### src/sv/lrr_pkg.sv
// Shared types and constants for the ranged LCG random unit.
`timescale 1ns / 1ps
`default_nettype none
package lrr_pkg;
  localparam int unsigned WORD_W   = 32;
  localparam int unsigned ACTION_W = 3;

  localparam logic [ACTION_W-1:0] ACT_RAW      = 3'd0;
  localparam logic [ACTION_W-1:0] ACT_U_ONE    = 3'd1;
  localparam logic [ACTION_W-1:0] ACT_U_RANGE  = 3'd2;
  localparam logic [ACTION_W-1:0] ACT_S_ONE    = 3'd3;
  localparam logic [ACTION_W-1:0] ACT_S_RANGE  = 3'd4;
  localparam logic [ACTION_W-1:0] ACT_RESTART  = 3'd5;

  localparam logic [WORD_W-1:0] LCG_MUL = 32'd1664525;
  localparam logic [WORD_W-1:0] LCG_ADD = 32'd1013904223;

  typedef struct packed {
    logic busy;
    logic done;
  } div_status_t;

  typedef struct packed {
    logic load_seed;
    logic advance;
    logic restart;
  } lcg_ctrl_t;
endpackage
`default_nettype wire

### src/sv/lrr_lcg.sv
// Seed and generator state registers with the multiply-add step.
`timescale 1ns / 1ps
`default_nettype none
module lrr_lcg
  import lrr_pkg::*;
(
  input  wire logic              clk,
  input  wire logic              rst,
  input  wire lcg_ctrl_t         ctrl,
  input  wire logic [WORD_W-1:0] seed_in,
  output logic      [WORD_W-1:0] seed,
  output logic      [WORD_W-1:0] cur,
  output logic      [WORD_W-1:0] cur_next
);
  logic [WORD_W-1:0] product;

  assign product  = LCG_MUL * cur;
  assign cur_next = product + LCG_ADD;

  always_ff @(posedge clk) begin
    if (rst) begin
      seed <= '0;
      cur  <= '0;
    end else if (ctrl.load_seed) begin
      seed <= seed_in;
      cur  <= seed_in;
    end else if (ctrl.restart) begin
      cur <= seed;
    end else if (ctrl.advance) begin
      cur <= cur_next;
    end
  end
endmodule
`default_nettype wire

### src/sv/lrr_div.sv
// Iterative restoring remainder unit, one quotient bit per cycle.
`timescale 1ns / 1ps
`default_nettype none
module lrr_div
  import lrr_pkg::*;
(
  input  wire logic              clk,
  input  wire logic              rst,
  input  wire logic              start,
  input  wire logic [WORD_W-1:0] dividend,
  input  wire logic [WORD_W:0]   divisor,
  output div_status_t            status,
  output logic      [WORD_W-1:0] rem
);
  localparam int unsigned Steps = WORD_W;
  localparam int unsigned CntW  = $clog2(Steps);

  logic [WORD_W-1:0] dvd;
  logic [WORD_W:0]   dvs;
  logic [CntW-1:0]   cnt;
  logic [WORD_W:0]   trial;
  logic [WORD_W:0]   diff;

  assign trial = {rem, dvd[WORD_W-1]};
  assign diff  = trial - dvs;

  always_ff @(posedge clk) begin
    if (rst) begin
      status <= '0;
      cnt    <= '0;
    end else begin
      status.done <= 1'b0;
      if (start) begin
        status.busy <= 1'b1;
        cnt         <= '0;
      end else if (status.busy) begin
        cnt <= cnt + 1'b1;
        if (cnt == CntW'(Steps - 1)) begin
          status.busy <= 1'b0;
          status.done <= 1'b1;
        end
      end
    end
  end

  always_ff @(posedge clk) begin
    if (start) begin
      rem <= '0;
      dvd <= dividend;
      dvs <= divisor;
    end else if (status.busy) begin
      dvd <= {dvd[WORD_W-2:0], 1'b0};
      if (!diff[WORD_W]) begin
        rem <= diff[WORD_W-1:0];
      end else begin
        rem <= trial[WORD_W-1:0];
      end
    end
  end
endmodule
`default_nettype wire

### src/sv/lcg_ranged_random_unit.sv
// Top level: ranged LCG random unit with action sequencer and output register.
//
// A 32-bit linear congruential generator (next = 1664525*cur + 1013904223 mod 2^32)
// serving one action per input beat: raw value, unsigned or signed 1..max or
// min..max, or restart from the seed. Ranged actions reduce the new state by a
// remainder unit that resolves one bit per cycle, so a ranged beat passes through
// evaluate, the remainder steps, the offset add into the result register and the
// output load; raw, restart, degenerate ranges and undefined actions go from
// evaluate straight to the output load. The input is not ready while a beat is at
// work and is ready again the cycle after the result is loaded, so a new beat is
// accepted only after the last result has been loaded. A result waits in the
// output register until taken, and the next result holds in the sequencer
// meanwhile; writing the seed also loads the generator state.
`timescale 1ns / 1ps
`default_nettype none
module lcg_ranged_random_unit
  import lrr_pkg::*;
(
  input  wire logic              clk,
  input  wire logic              rst,
  input  wire logic              seed_we,
  input  wire logic [WORD_W-1:0] seed_wdata,
  input  wire logic              s_tvalid,
  output logic                   s_tready,
  input  wire logic [63:0]       s_tdata,   // range_min[31:0], range_max[63:32]
  input  wire logic [2:0]        s_tuser,   // action[2:0]
  output logic                   m_tvalid,
  input  wire logic              m_tready,
  output logic      [31:0]       m_tdata    // value[31:0]
);
  localparam logic [1:0] ST_IDLE = 2'd0;
  localparam logic [1:0] ST_EVAL = 2'd1;
  localparam logic [1:0] ST_DIV  = 2'd2;
  localparam logic [1:0] ST_DONE = 2'd3;

  logic [1:0]          state;
  logic [ACTION_W-1:0] action;
  logic [WORD_W-1:0]   rmin;
  logic [WORD_W-1:0]   rmax;
  logic [WORD_W-1:0]   offset;
  logic [WORD_W-1:0]   result;

  lcg_ctrl_t           lcg_ctrl;
  logic [WORD_W-1:0]   seed;
  logic [WORD_W-1:0]   cur;
  logic [WORD_W-1:0]   cur_next;

  logic                div_start;
  logic [WORD_W:0]     span;
  div_status_t         div_stat;
  logic [WORD_W-1:0]   rem;

  logic [WORD_W:0]     span_u;
  logic [WORD_W:0]     span_s;
  logic                degen;
  logic                ranged;

  assign span_u = {1'b0, rmax} - {1'b0, rmin} + 1'b1;
  assign span_s = {rmax[WORD_W-1], rmax} - {rmin[WORD_W-1], rmin} + 1'b1;

  always_comb begin
    degen  = 1'b0;
    ranged = 1'b0;
    span   = {1'b0, rmax};
    case (action)
      ACT_U_ONE: begin
        degen  = (rmax == '0);
        ranged = 1'b1;
      end
      ACT_S_ONE: begin
        degen  = rmax[WORD_W-1] || (rmax == '0);
        ranged = 1'b1;
      end
      ACT_U_RANGE: begin
        degen  = (rmax <= rmin);
        ranged = 1'b1;
        span   = span_u;
      end
      ACT_S_RANGE: begin
        degen  = ($signed(rmax) <= $signed(rmin));
        ranged = 1'b1;
        span   = span_s;
      end
      default: begin
        degen  = 1'b0;
        ranged = 1'b0;
      end
    endcase
  end

  assign s_tready  = (state == ST_IDLE);
  assign div_start = (state == ST_EVAL) && ranged && !degen;

  always_comb begin
    lcg_ctrl.load_seed = seed_we;
    lcg_ctrl.restart   = (state == ST_EVAL) && (action == ACT_RESTART);
    lcg_ctrl.advance   = (state == ST_EVAL) &&
                         ((action == ACT_RAW) || (ranged && !degen));
  end

  lrr_lcg u_lcg (
    .clk      (clk),
    .rst      (rst),
    .ctrl     (lcg_ctrl),
    .seed_in  (seed_wdata),
    .seed     (seed),
    .cur      (cur),
    .cur_next (cur_next)
  );

  lrr_div u_div (
    .clk      (clk),
    .rst      (rst),
    .start    (div_start),
    .dividend (cur_next),
    .divisor  (span),
    .status   (div_stat),
    .rem      (rem)
  );

  always_ff @(posedge clk) begin
    if (rst) begin
      state    <= ST_IDLE;
      m_tvalid <= 1'b0;
    end else begin
      if ((state == ST_DONE) && (!m_tvalid || m_tready)) begin
        m_tvalid <= 1'b1;
      end else if (m_tvalid && m_tready) begin
        m_tvalid <= 1'b0;
      end
      unique case (state)
        ST_IDLE: begin
          if (s_tvalid) begin
            state <= ST_EVAL;
          end
        end
        ST_EVAL: begin
          if (div_start) begin
            state <= ST_DIV;
          end else begin
            state <= ST_DONE;
          end
        end
        ST_DIV: begin
          if (div_stat.done) begin
            state <= ST_DONE;
          end
        end
        ST_DONE: begin
          if (!m_tvalid || m_tready) begin
            state <= ST_IDLE;
          end
        end
        default: begin
          state <= ST_IDLE;
        end
      endcase
    end
  end

  always_ff @(posedge clk) begin
    if (s_tvalid && s_tready) begin
      action <= s_tuser;
      rmin   <= s_tdata[31:0];
      rmax   <= s_tdata[63:32];
    end
    if (state == ST_EVAL) begin
      if ((action == ACT_U_ONE) || (action == ACT_S_ONE)) begin
        offset <= {{(WORD_W-1){1'b0}}, 1'b1};
      end else begin
        offset <= rmin;
      end
      case (action)
        ACT_RAW:     result <= cur_next;
        ACT_RESTART: result <= seed;
        ACT_U_RANGE: result <= rmin;
        ACT_S_RANGE: result <= rmin;
        default:     result <= '0;
      endcase
    end
    if (div_stat.done) begin
      result <= rem + offset;
    end
    if ((state == ST_DONE) && (!m_tvalid || m_tready)) begin
      m_tdata <= result;
    end
  end

  a_done_in_div: assert property (@(posedge clk) disable iff (rst)
    div_stat.done |-> (state == ST_DIV))
    else $error("remainder finished outside the divide phase");

  a_busy_in_div: assert property (@(posedge clk) disable iff (rst)
    div_stat.busy |-> (state == ST_DIV))
    else $error("remainder unit busy outside the divide phase");

  a_state_hold: assert property (@(posedge clk) disable iff (rst)
    (!seed_we && (state != ST_EVAL)) |=> $stable(cur))
    else $error("generator state moved without an action or seed write");

  a_no_accept_busy: assert property (@(posedge clk) disable iff (rst)
    (state == ST_EVAL) |-> !s_tready)
    else $error("input ready while a beat is at work");
endmodule
`default_nettype wire
### config.mk
export PLATFORM = sky130hd
export DESIGN_NAME = lcg_ranged_random_unit
export DESIGN_NICKNAME = d
export VERILOG_FILES = /design/src/sv/lrr_pkg.sv /design/src/sv/lrr_lcg.sv /design/src/sv/lrr_div.sv /design/src/sv/lcg_ranged_random_unit.sv
export SDC_FILE = /design/constraint.sdc
export NUM_CORES = 1
export LEC_CHECK = 0
export ABC_AREA = 1
export BUFFER_PORTS_ARGS = -buffer_cell sky130_fd_sc_hd__clkbuf_2
export CAP_MARGIN = 40
export CORE_MARGIN = 2
export CORE_UTILIZATION = 25
export CTS_BUF_LIST = sky130_fd_sc_hd__clkbuf_16
export DETAILED_ROUTE_END_ITERATION = 16
export SYNTH_ARGS = -nofsm -noshare
export SYNTH_HDL_FRONTEND = slang
export SYNTH_SLANG_ARGS = --single-unit
### constraint.sdc
create_clock -name clk -period 5.9 [get_ports clk]
set_clock_uncertainty 0.05 [all_clocks]
set_input_delay 0.295 -clock clk [delete_from_list [all_inputs] [get_ports clk]]
set_output_delay 0.295 -clock clk [all_outputs]
set_load 0.01 [all_outputs]
# Yosys cells after proc, flatten, opt, wreduce, memory -nomap -nowiden
# Index checks and enable logic that the tools add are counted.
dict set report word_totals {
  reg_bits 334
  in_bits 104
  out_inout_bits 34
}
dict set report op_classes {
  n_addsub 8
  multipliers 1
  order_cmp 2
  eq_ne 12
  n_mux 22
  n_bitwise 1
  n_reduce_logical 26
}
# op count
set ops {}
lappend ops {{$mux 32} 8}
lappend ops {{$pmux 32 s3} 1}
lappend ops {{$add 33x1->33 const B} 2}
lappend ops {{$pmux 33 s2} 1}
lappend ops {{$sub 32x32->33} 2}
lappend ops {{$le 32x32->1} 2}
lappend ops {{$sub 33x33->33} 1}
lappend ops {{$add 32x30->32 const B} 1}
lappend ops {{$add 32x32->32} 1}
lappend ops {{$logic_not 32->1} 1}
lappend ops {{$mul 21x32->32 const A} 1}
lappend ops {{$mux 2} 5}
lappend ops {{$logic_and 1x1->1} 8}
lappend ops {{$pmux 2 s4} 1}
lappend ops {{$eq 3x2->1 const B} 2}
lappend ops {{$eq 3x3->1 const B} 2}
lappend ops {{$reduce_bool 2->1} 3}
lappend ops {{$add 5x1->5 const B} 1}
lappend ops {{$eq 5x5->1 const B} 1}
lappend ops {{$mux 1} 5}
lappend ops {{$eq 2x2->1 const B} 2}
lappend ops {{$logic_or 1x1->1} 4}
lappend ops {{$ne 2x1->1 const B} 2}
lappend ops {{$pmux 1 s4} 1}
lappend ops {{12 further kinds} 14}

# Logic depth before layout (Yosys ltp)
dict set report depth {
  depth_word 10
  ltp_mapped 30
}

# Cells and area by module
# From an unflattened synthesis, not the netlist that was laid out.
dict set report unflattened {
  cells_unflattened 3625
  hier_area_um2 28577.4
}
# mod n_inst cells_each area_per_inst_um2 seq_area_each_um2
set modules_own_cells {}
lappend modules_own_cells {lcg_ranged_random_unit 1 1274 11367.2 4954.8}
lappend modules_own_cells {lrr_lcg 1 1315 10261.1 1281.2}
lappend modules_own_cells {lrr_div 1 1036 6949.2 2732.6}

# Worst setup path before layout
# Ideal clock, no wire load.
dict set report synth_timing {
  kind {register to register}
  start {register u_lcg.cur[1]}
  end {register result[31] (data pin)}
  setup_ns 0.263
  arrival_ns 6.032
  required_ns 5.587
  path_slack_ns -0.445
  stages_incl_launch_ff 31
  cell_sequence {dfxtp_1 > inv_1 > ha_1 > xor2_1 > inv_1 > ha_1 > o21bai_1 > fa_1 > fa_1 > inv_1 > fa_1 > inv_1 > fa_1 > inv_1 > fa_1 > inv_1 > ha_1 > a21oi_1 > o21ai_0 > inv_1 > nand2_1 > nand2_1 > nand2_1 > nor2_1 > inv_1 > nand2_1 > nand2_1 > inv_1 > nor2_1 > o21ai_0 > o21ai_0}
}
dict set report synth_via {
  elab_chain_len 5
}
# item line
set synth_rtl {}
lappend synth_rtl {{start, declared} lrr_lcg.sv:12} ;# output logic [WORD_W-1:0] cur,
lappend synth_rtl {{start signal, assigned} lrr_lcg.sv:26} ;# cur <= seed_in;
lappend synth_rtl {{start signal, assigned} lrr_lcg.sv:30} ;# cur <= cur_next;
lappend synth_rtl {{$mul 21x32->32} lrr_lcg.sv:17} ;# assign product = LCG_MUL * cur;
lappend synth_rtl {{$add 32x30->32} lrr_lcg.sv:18} ;# assign cur_next = product + LCG_ADD;
lappend synth_rtl {{$pmux 32 s3} lcg_ranged_random_unit.sv:173} ;# case (action)
lappend synth_rtl {{$mux 32} lcg_ranged_random_unit.sv:167} ;# if (state == ST_EVAL) begin
lappend synth_rtl {{$mux 32} lcg_ranged_random_unit.sv:181} ;# if (div_stat.done) begin
lappend synth_rtl {{end signal, assigned} lcg_ranged_random_unit.sv:174} ;# ACT_RAW: result <= cur_next;
lappend synth_rtl {{end signal, assigned} lcg_ranged_random_unit.sv:176} ;# ACT_U_RANGE: result <= rmin;
lappend synth_rtl {{end signal, assigned} lcg_ranged_random_unit.sv:182} ;# result <= rem + offset;
lappend synth_rtl {{end, declared} lcg_ranged_random_unit.sv:41} ;# logic [WORD_W-1:0] result;
# No other way between the ends. The select of a mux whose other input is x is not followed.
# A chain may end at the register's enable or synchronous reset.

# Worst setup path after layout
dict set report layout_timing {
  start {register u_lcg.cur[2]}
  end {register result[30] (data pin)}
}
# The elaborated chain is that of the path after synthesis.

==> run summary <==
outcome: complete, no violations
sequential share of the synthesized area: 0.3158
layout cell share with drive strength beyond 1: 0.1660
Vias/cell: 4.636
Final GP Congestion: 0.9749
final WL: 107.3 mm
fin crit period: 5.876 ns
Pins Over Slew Limit: 0
multiplexer share of the synthesized area: 0
Avg WL per Cell: 19.40 um
synthesized-area fraction occupied by adder cells: 0.2392
buffer and inverter count on the worst path: 8
Critical Path End Type: flip-flop
global-route wire length before repair: 157.0 mm
syn nets: 4167
grt ovf: 0
Synth Flop Type: edfxtp_1
Critical Path Most Common Cell: nand2_2
Mean Syn Cell Area: 7.861 um^2
drc violations: 0
largest net degree at the start of global routing: 68
Inserted Clock Buffers: 40
Post-synth ARST share: 0
clk_lat worst skew: 0.59 ns
H-tree levels: 2
CTS tree: built
clock tree buffer depth: 3
Initial DRC Count: 2541
Layout fillers: 12020
Core Area: 0.1127 mm^2
Vias: 25650
kind of critical path: flip-flop to flip-flop
Final Net Count: 4554
Relative slew margins: 0.3910
clock sinks: 334
area leader, netlist: edfxtp_1
antenna-violating nets left: 0
final-report setup violation count: 0
starting density of the core: 0.2521
final design utilization: 0.3146
initial antenna violation count: 3
Startpoint Class: flip-flop
drt first pass iters: 6
max-cap violations: 0
Worst Tran Pin Value: 0.9121 ns
Worst R2R Path Depth: 28
Commonest cells post-synth: nand2_1 (823), inv_1 (702), nor2_1 (300)
Worst path depth: 28
Die Width: 341.1 um
HP Class: input pin to flip-flop
Synth Area in XOR/XNOR: 0.02251
Critical Path Start: u_lcg.cur[2]
Yosys top cell area share: 0.2411
CP peak stage delay: 0.56 ns
delay-heaviest family, CP: adder cells
RSZ-0062 raised after global routing: yes
DIE HEIGHT: 341.1 um
Post-Synthesis Cell Area: 0.02840 mm^2
CP Max Fanout: 4
row count: 123
worst hold margin: 0.01491 ns
simple-gate share of the synthesized area: 0.2032
hpwl dp: 89.03 mm
CP Data Required Time: 6.17 ns
root buffer cell: clkbuf_16
number of flops mapped to enable cells by yosys: 228
largest family of logic cells by synthesized area: adder cells
Synth area leaders: edfxtp_1 (24%), ha_1 (13%), fa_1 (11%)
Post-Syn Instances: 3613
hold_sp: seed_wdata[29]
Clk pin slew, worst setup/hold paths: 0.07 ns
Hold Fails Final Rpt: 0
GRT Total Usage: 0.1812
die area: 0.1163 mm^2
Crit-path slowest cell: fa_1
distinct cell type count after synthesis: 51
fmax: 0.1702 GHz
FF/Latch Area: 0.008994 mm^2
vias in the first global route: 24850
Reg2Reg Launch Point: u_lcg.cur[2]
compound-cell area share of the yosys netlist: 0.1132
most common cell in the netlist: nand2_1
io pins: 138
total of warnings raised by yosys: 0
Layout area overhead: 24.80%
IO Port Bufs: 137
Multi-input gate area: 0.01749 mm^2
Arr. time, crit path: 6.14 ns
Period Utilization, post-route: 0.9959
#FFs+latches synth: 334
WHS Path Cells: 3
## worst paths after layout
kind	slack, ns	end
worst max-delay path	0.02	result[30]
worst max register to register	0.02	result[30]
worst min register to register	0.36	m_tdata[17]
worst min-delay path	0.01	u_lcg.seed[29]
## registers in the layout, indices dropped and copies added (netlist names)
| name | cells |
|---|---|
| action | 3 |
| m_tdata | 32 |
| m_tvalid | 1 |
| offset | 32 |
| result | 32 |
| rmax | 32 |
| rmin | 32 |
| state | 2 |
| u_div.cnt | 5 |
| u_div.dvd | 32 |
| u_div.dvs | 33 |
| u_div.rem | 32 |
| u_div.status | 2 |
| u_lcg.cur | 32 |
| u_lcg.seed | 32 |
## layer usage
metal / vias to the layer above / share of wire / GRT usage
met4: 2 / 0.044 / 0.07232
met2: 932 / 0.41 / 0.2613
met3: 168 / 0.086 / 0.04540
met5: - / 0.000093 / 0
met1: 12160 / 0.46 / 0.2571
li1: 12390 / - / -
## worst reg2reg max path, delay by kind of cell, from the launching register on
family	cells	cell delay, ns
AO/OA/AOI/OAI	1	0.07
AND/OR/NAND/NOR	11	0.99
adder cells (fa/ha/maj)	8	3.66
flip-flops	1	0.33
buffers and inverters	8	0.52
## per-stage QoR
step           setup TNS (ns)  setup slack [ns]  cells  area (um^2)
2_1_floorplan               0           0.02776   3613        28440
3_3_place_gp           -7.663           -0.4282   5356        32040
3_5_place_dp           -9.086           -0.4254   5357        32060
4_1_cts              -0.01940          -0.01940   5520        34810
5_1_grt                -2.150           -0.2154   5531        35440
6_report                    0           0.02400   5532        35440
## what timing repair did
item                                    CTS  global route
hold buffers                             83             0
endpoints found under the setup margin   38            46
pin swaps                                52           137
endpoints found under the hold margin    83             0
resized for setup                       130           158
setup buffers                             7            13
## logic make-up after synthesis
group                    after synthesis
flip-flops                           334
buffers and inverters                785
AO/OA/AOI/OAI                        572
adder cells (fa/ha/maj)              450
AND/OR/NAND/NOR                     1399
XOR/XNOR                              73
## cell type report
type	instances	share of cell area
Multi-Input combinational cell	2494	0.4934
Sequential cell	334	0.2537
Timing Repair Buffer	420	0.08723
Inverter	710	0.07533
Tap cell	1500	0.05295
Clock buffer	42	0.02965
Clock inverter	31	0.007660
Antenna cell	1	0.00007060
## layout by cell type, fill, tap and decap left out, types with 16 or more instances in the layout
cell type        n
nand2_1        779
inv_1          665
nor2_1         280
ha_1           267
edfxtp_1       228
a21oi_1        201
buf_4          185
o21ai_0        162
nand3_1        148
fa_1           148
clkbuf_2       137
dfxtp_1         96
dlygate4sd3_1   83
nand2_2         49
inv_2           46
clkbuf_16       42
xor2_1          40
o21ai_1         40
nand4_1         28
xnor2_1         28
ha_4            25
nor3_1          22
o21bai_1        20
o21ai_2         18
o22ai_1         16
a21oi_2         16
Power is not shown: default switching activity piles up to over one toggle a cycle in this logic, so the estimate is an artifact.
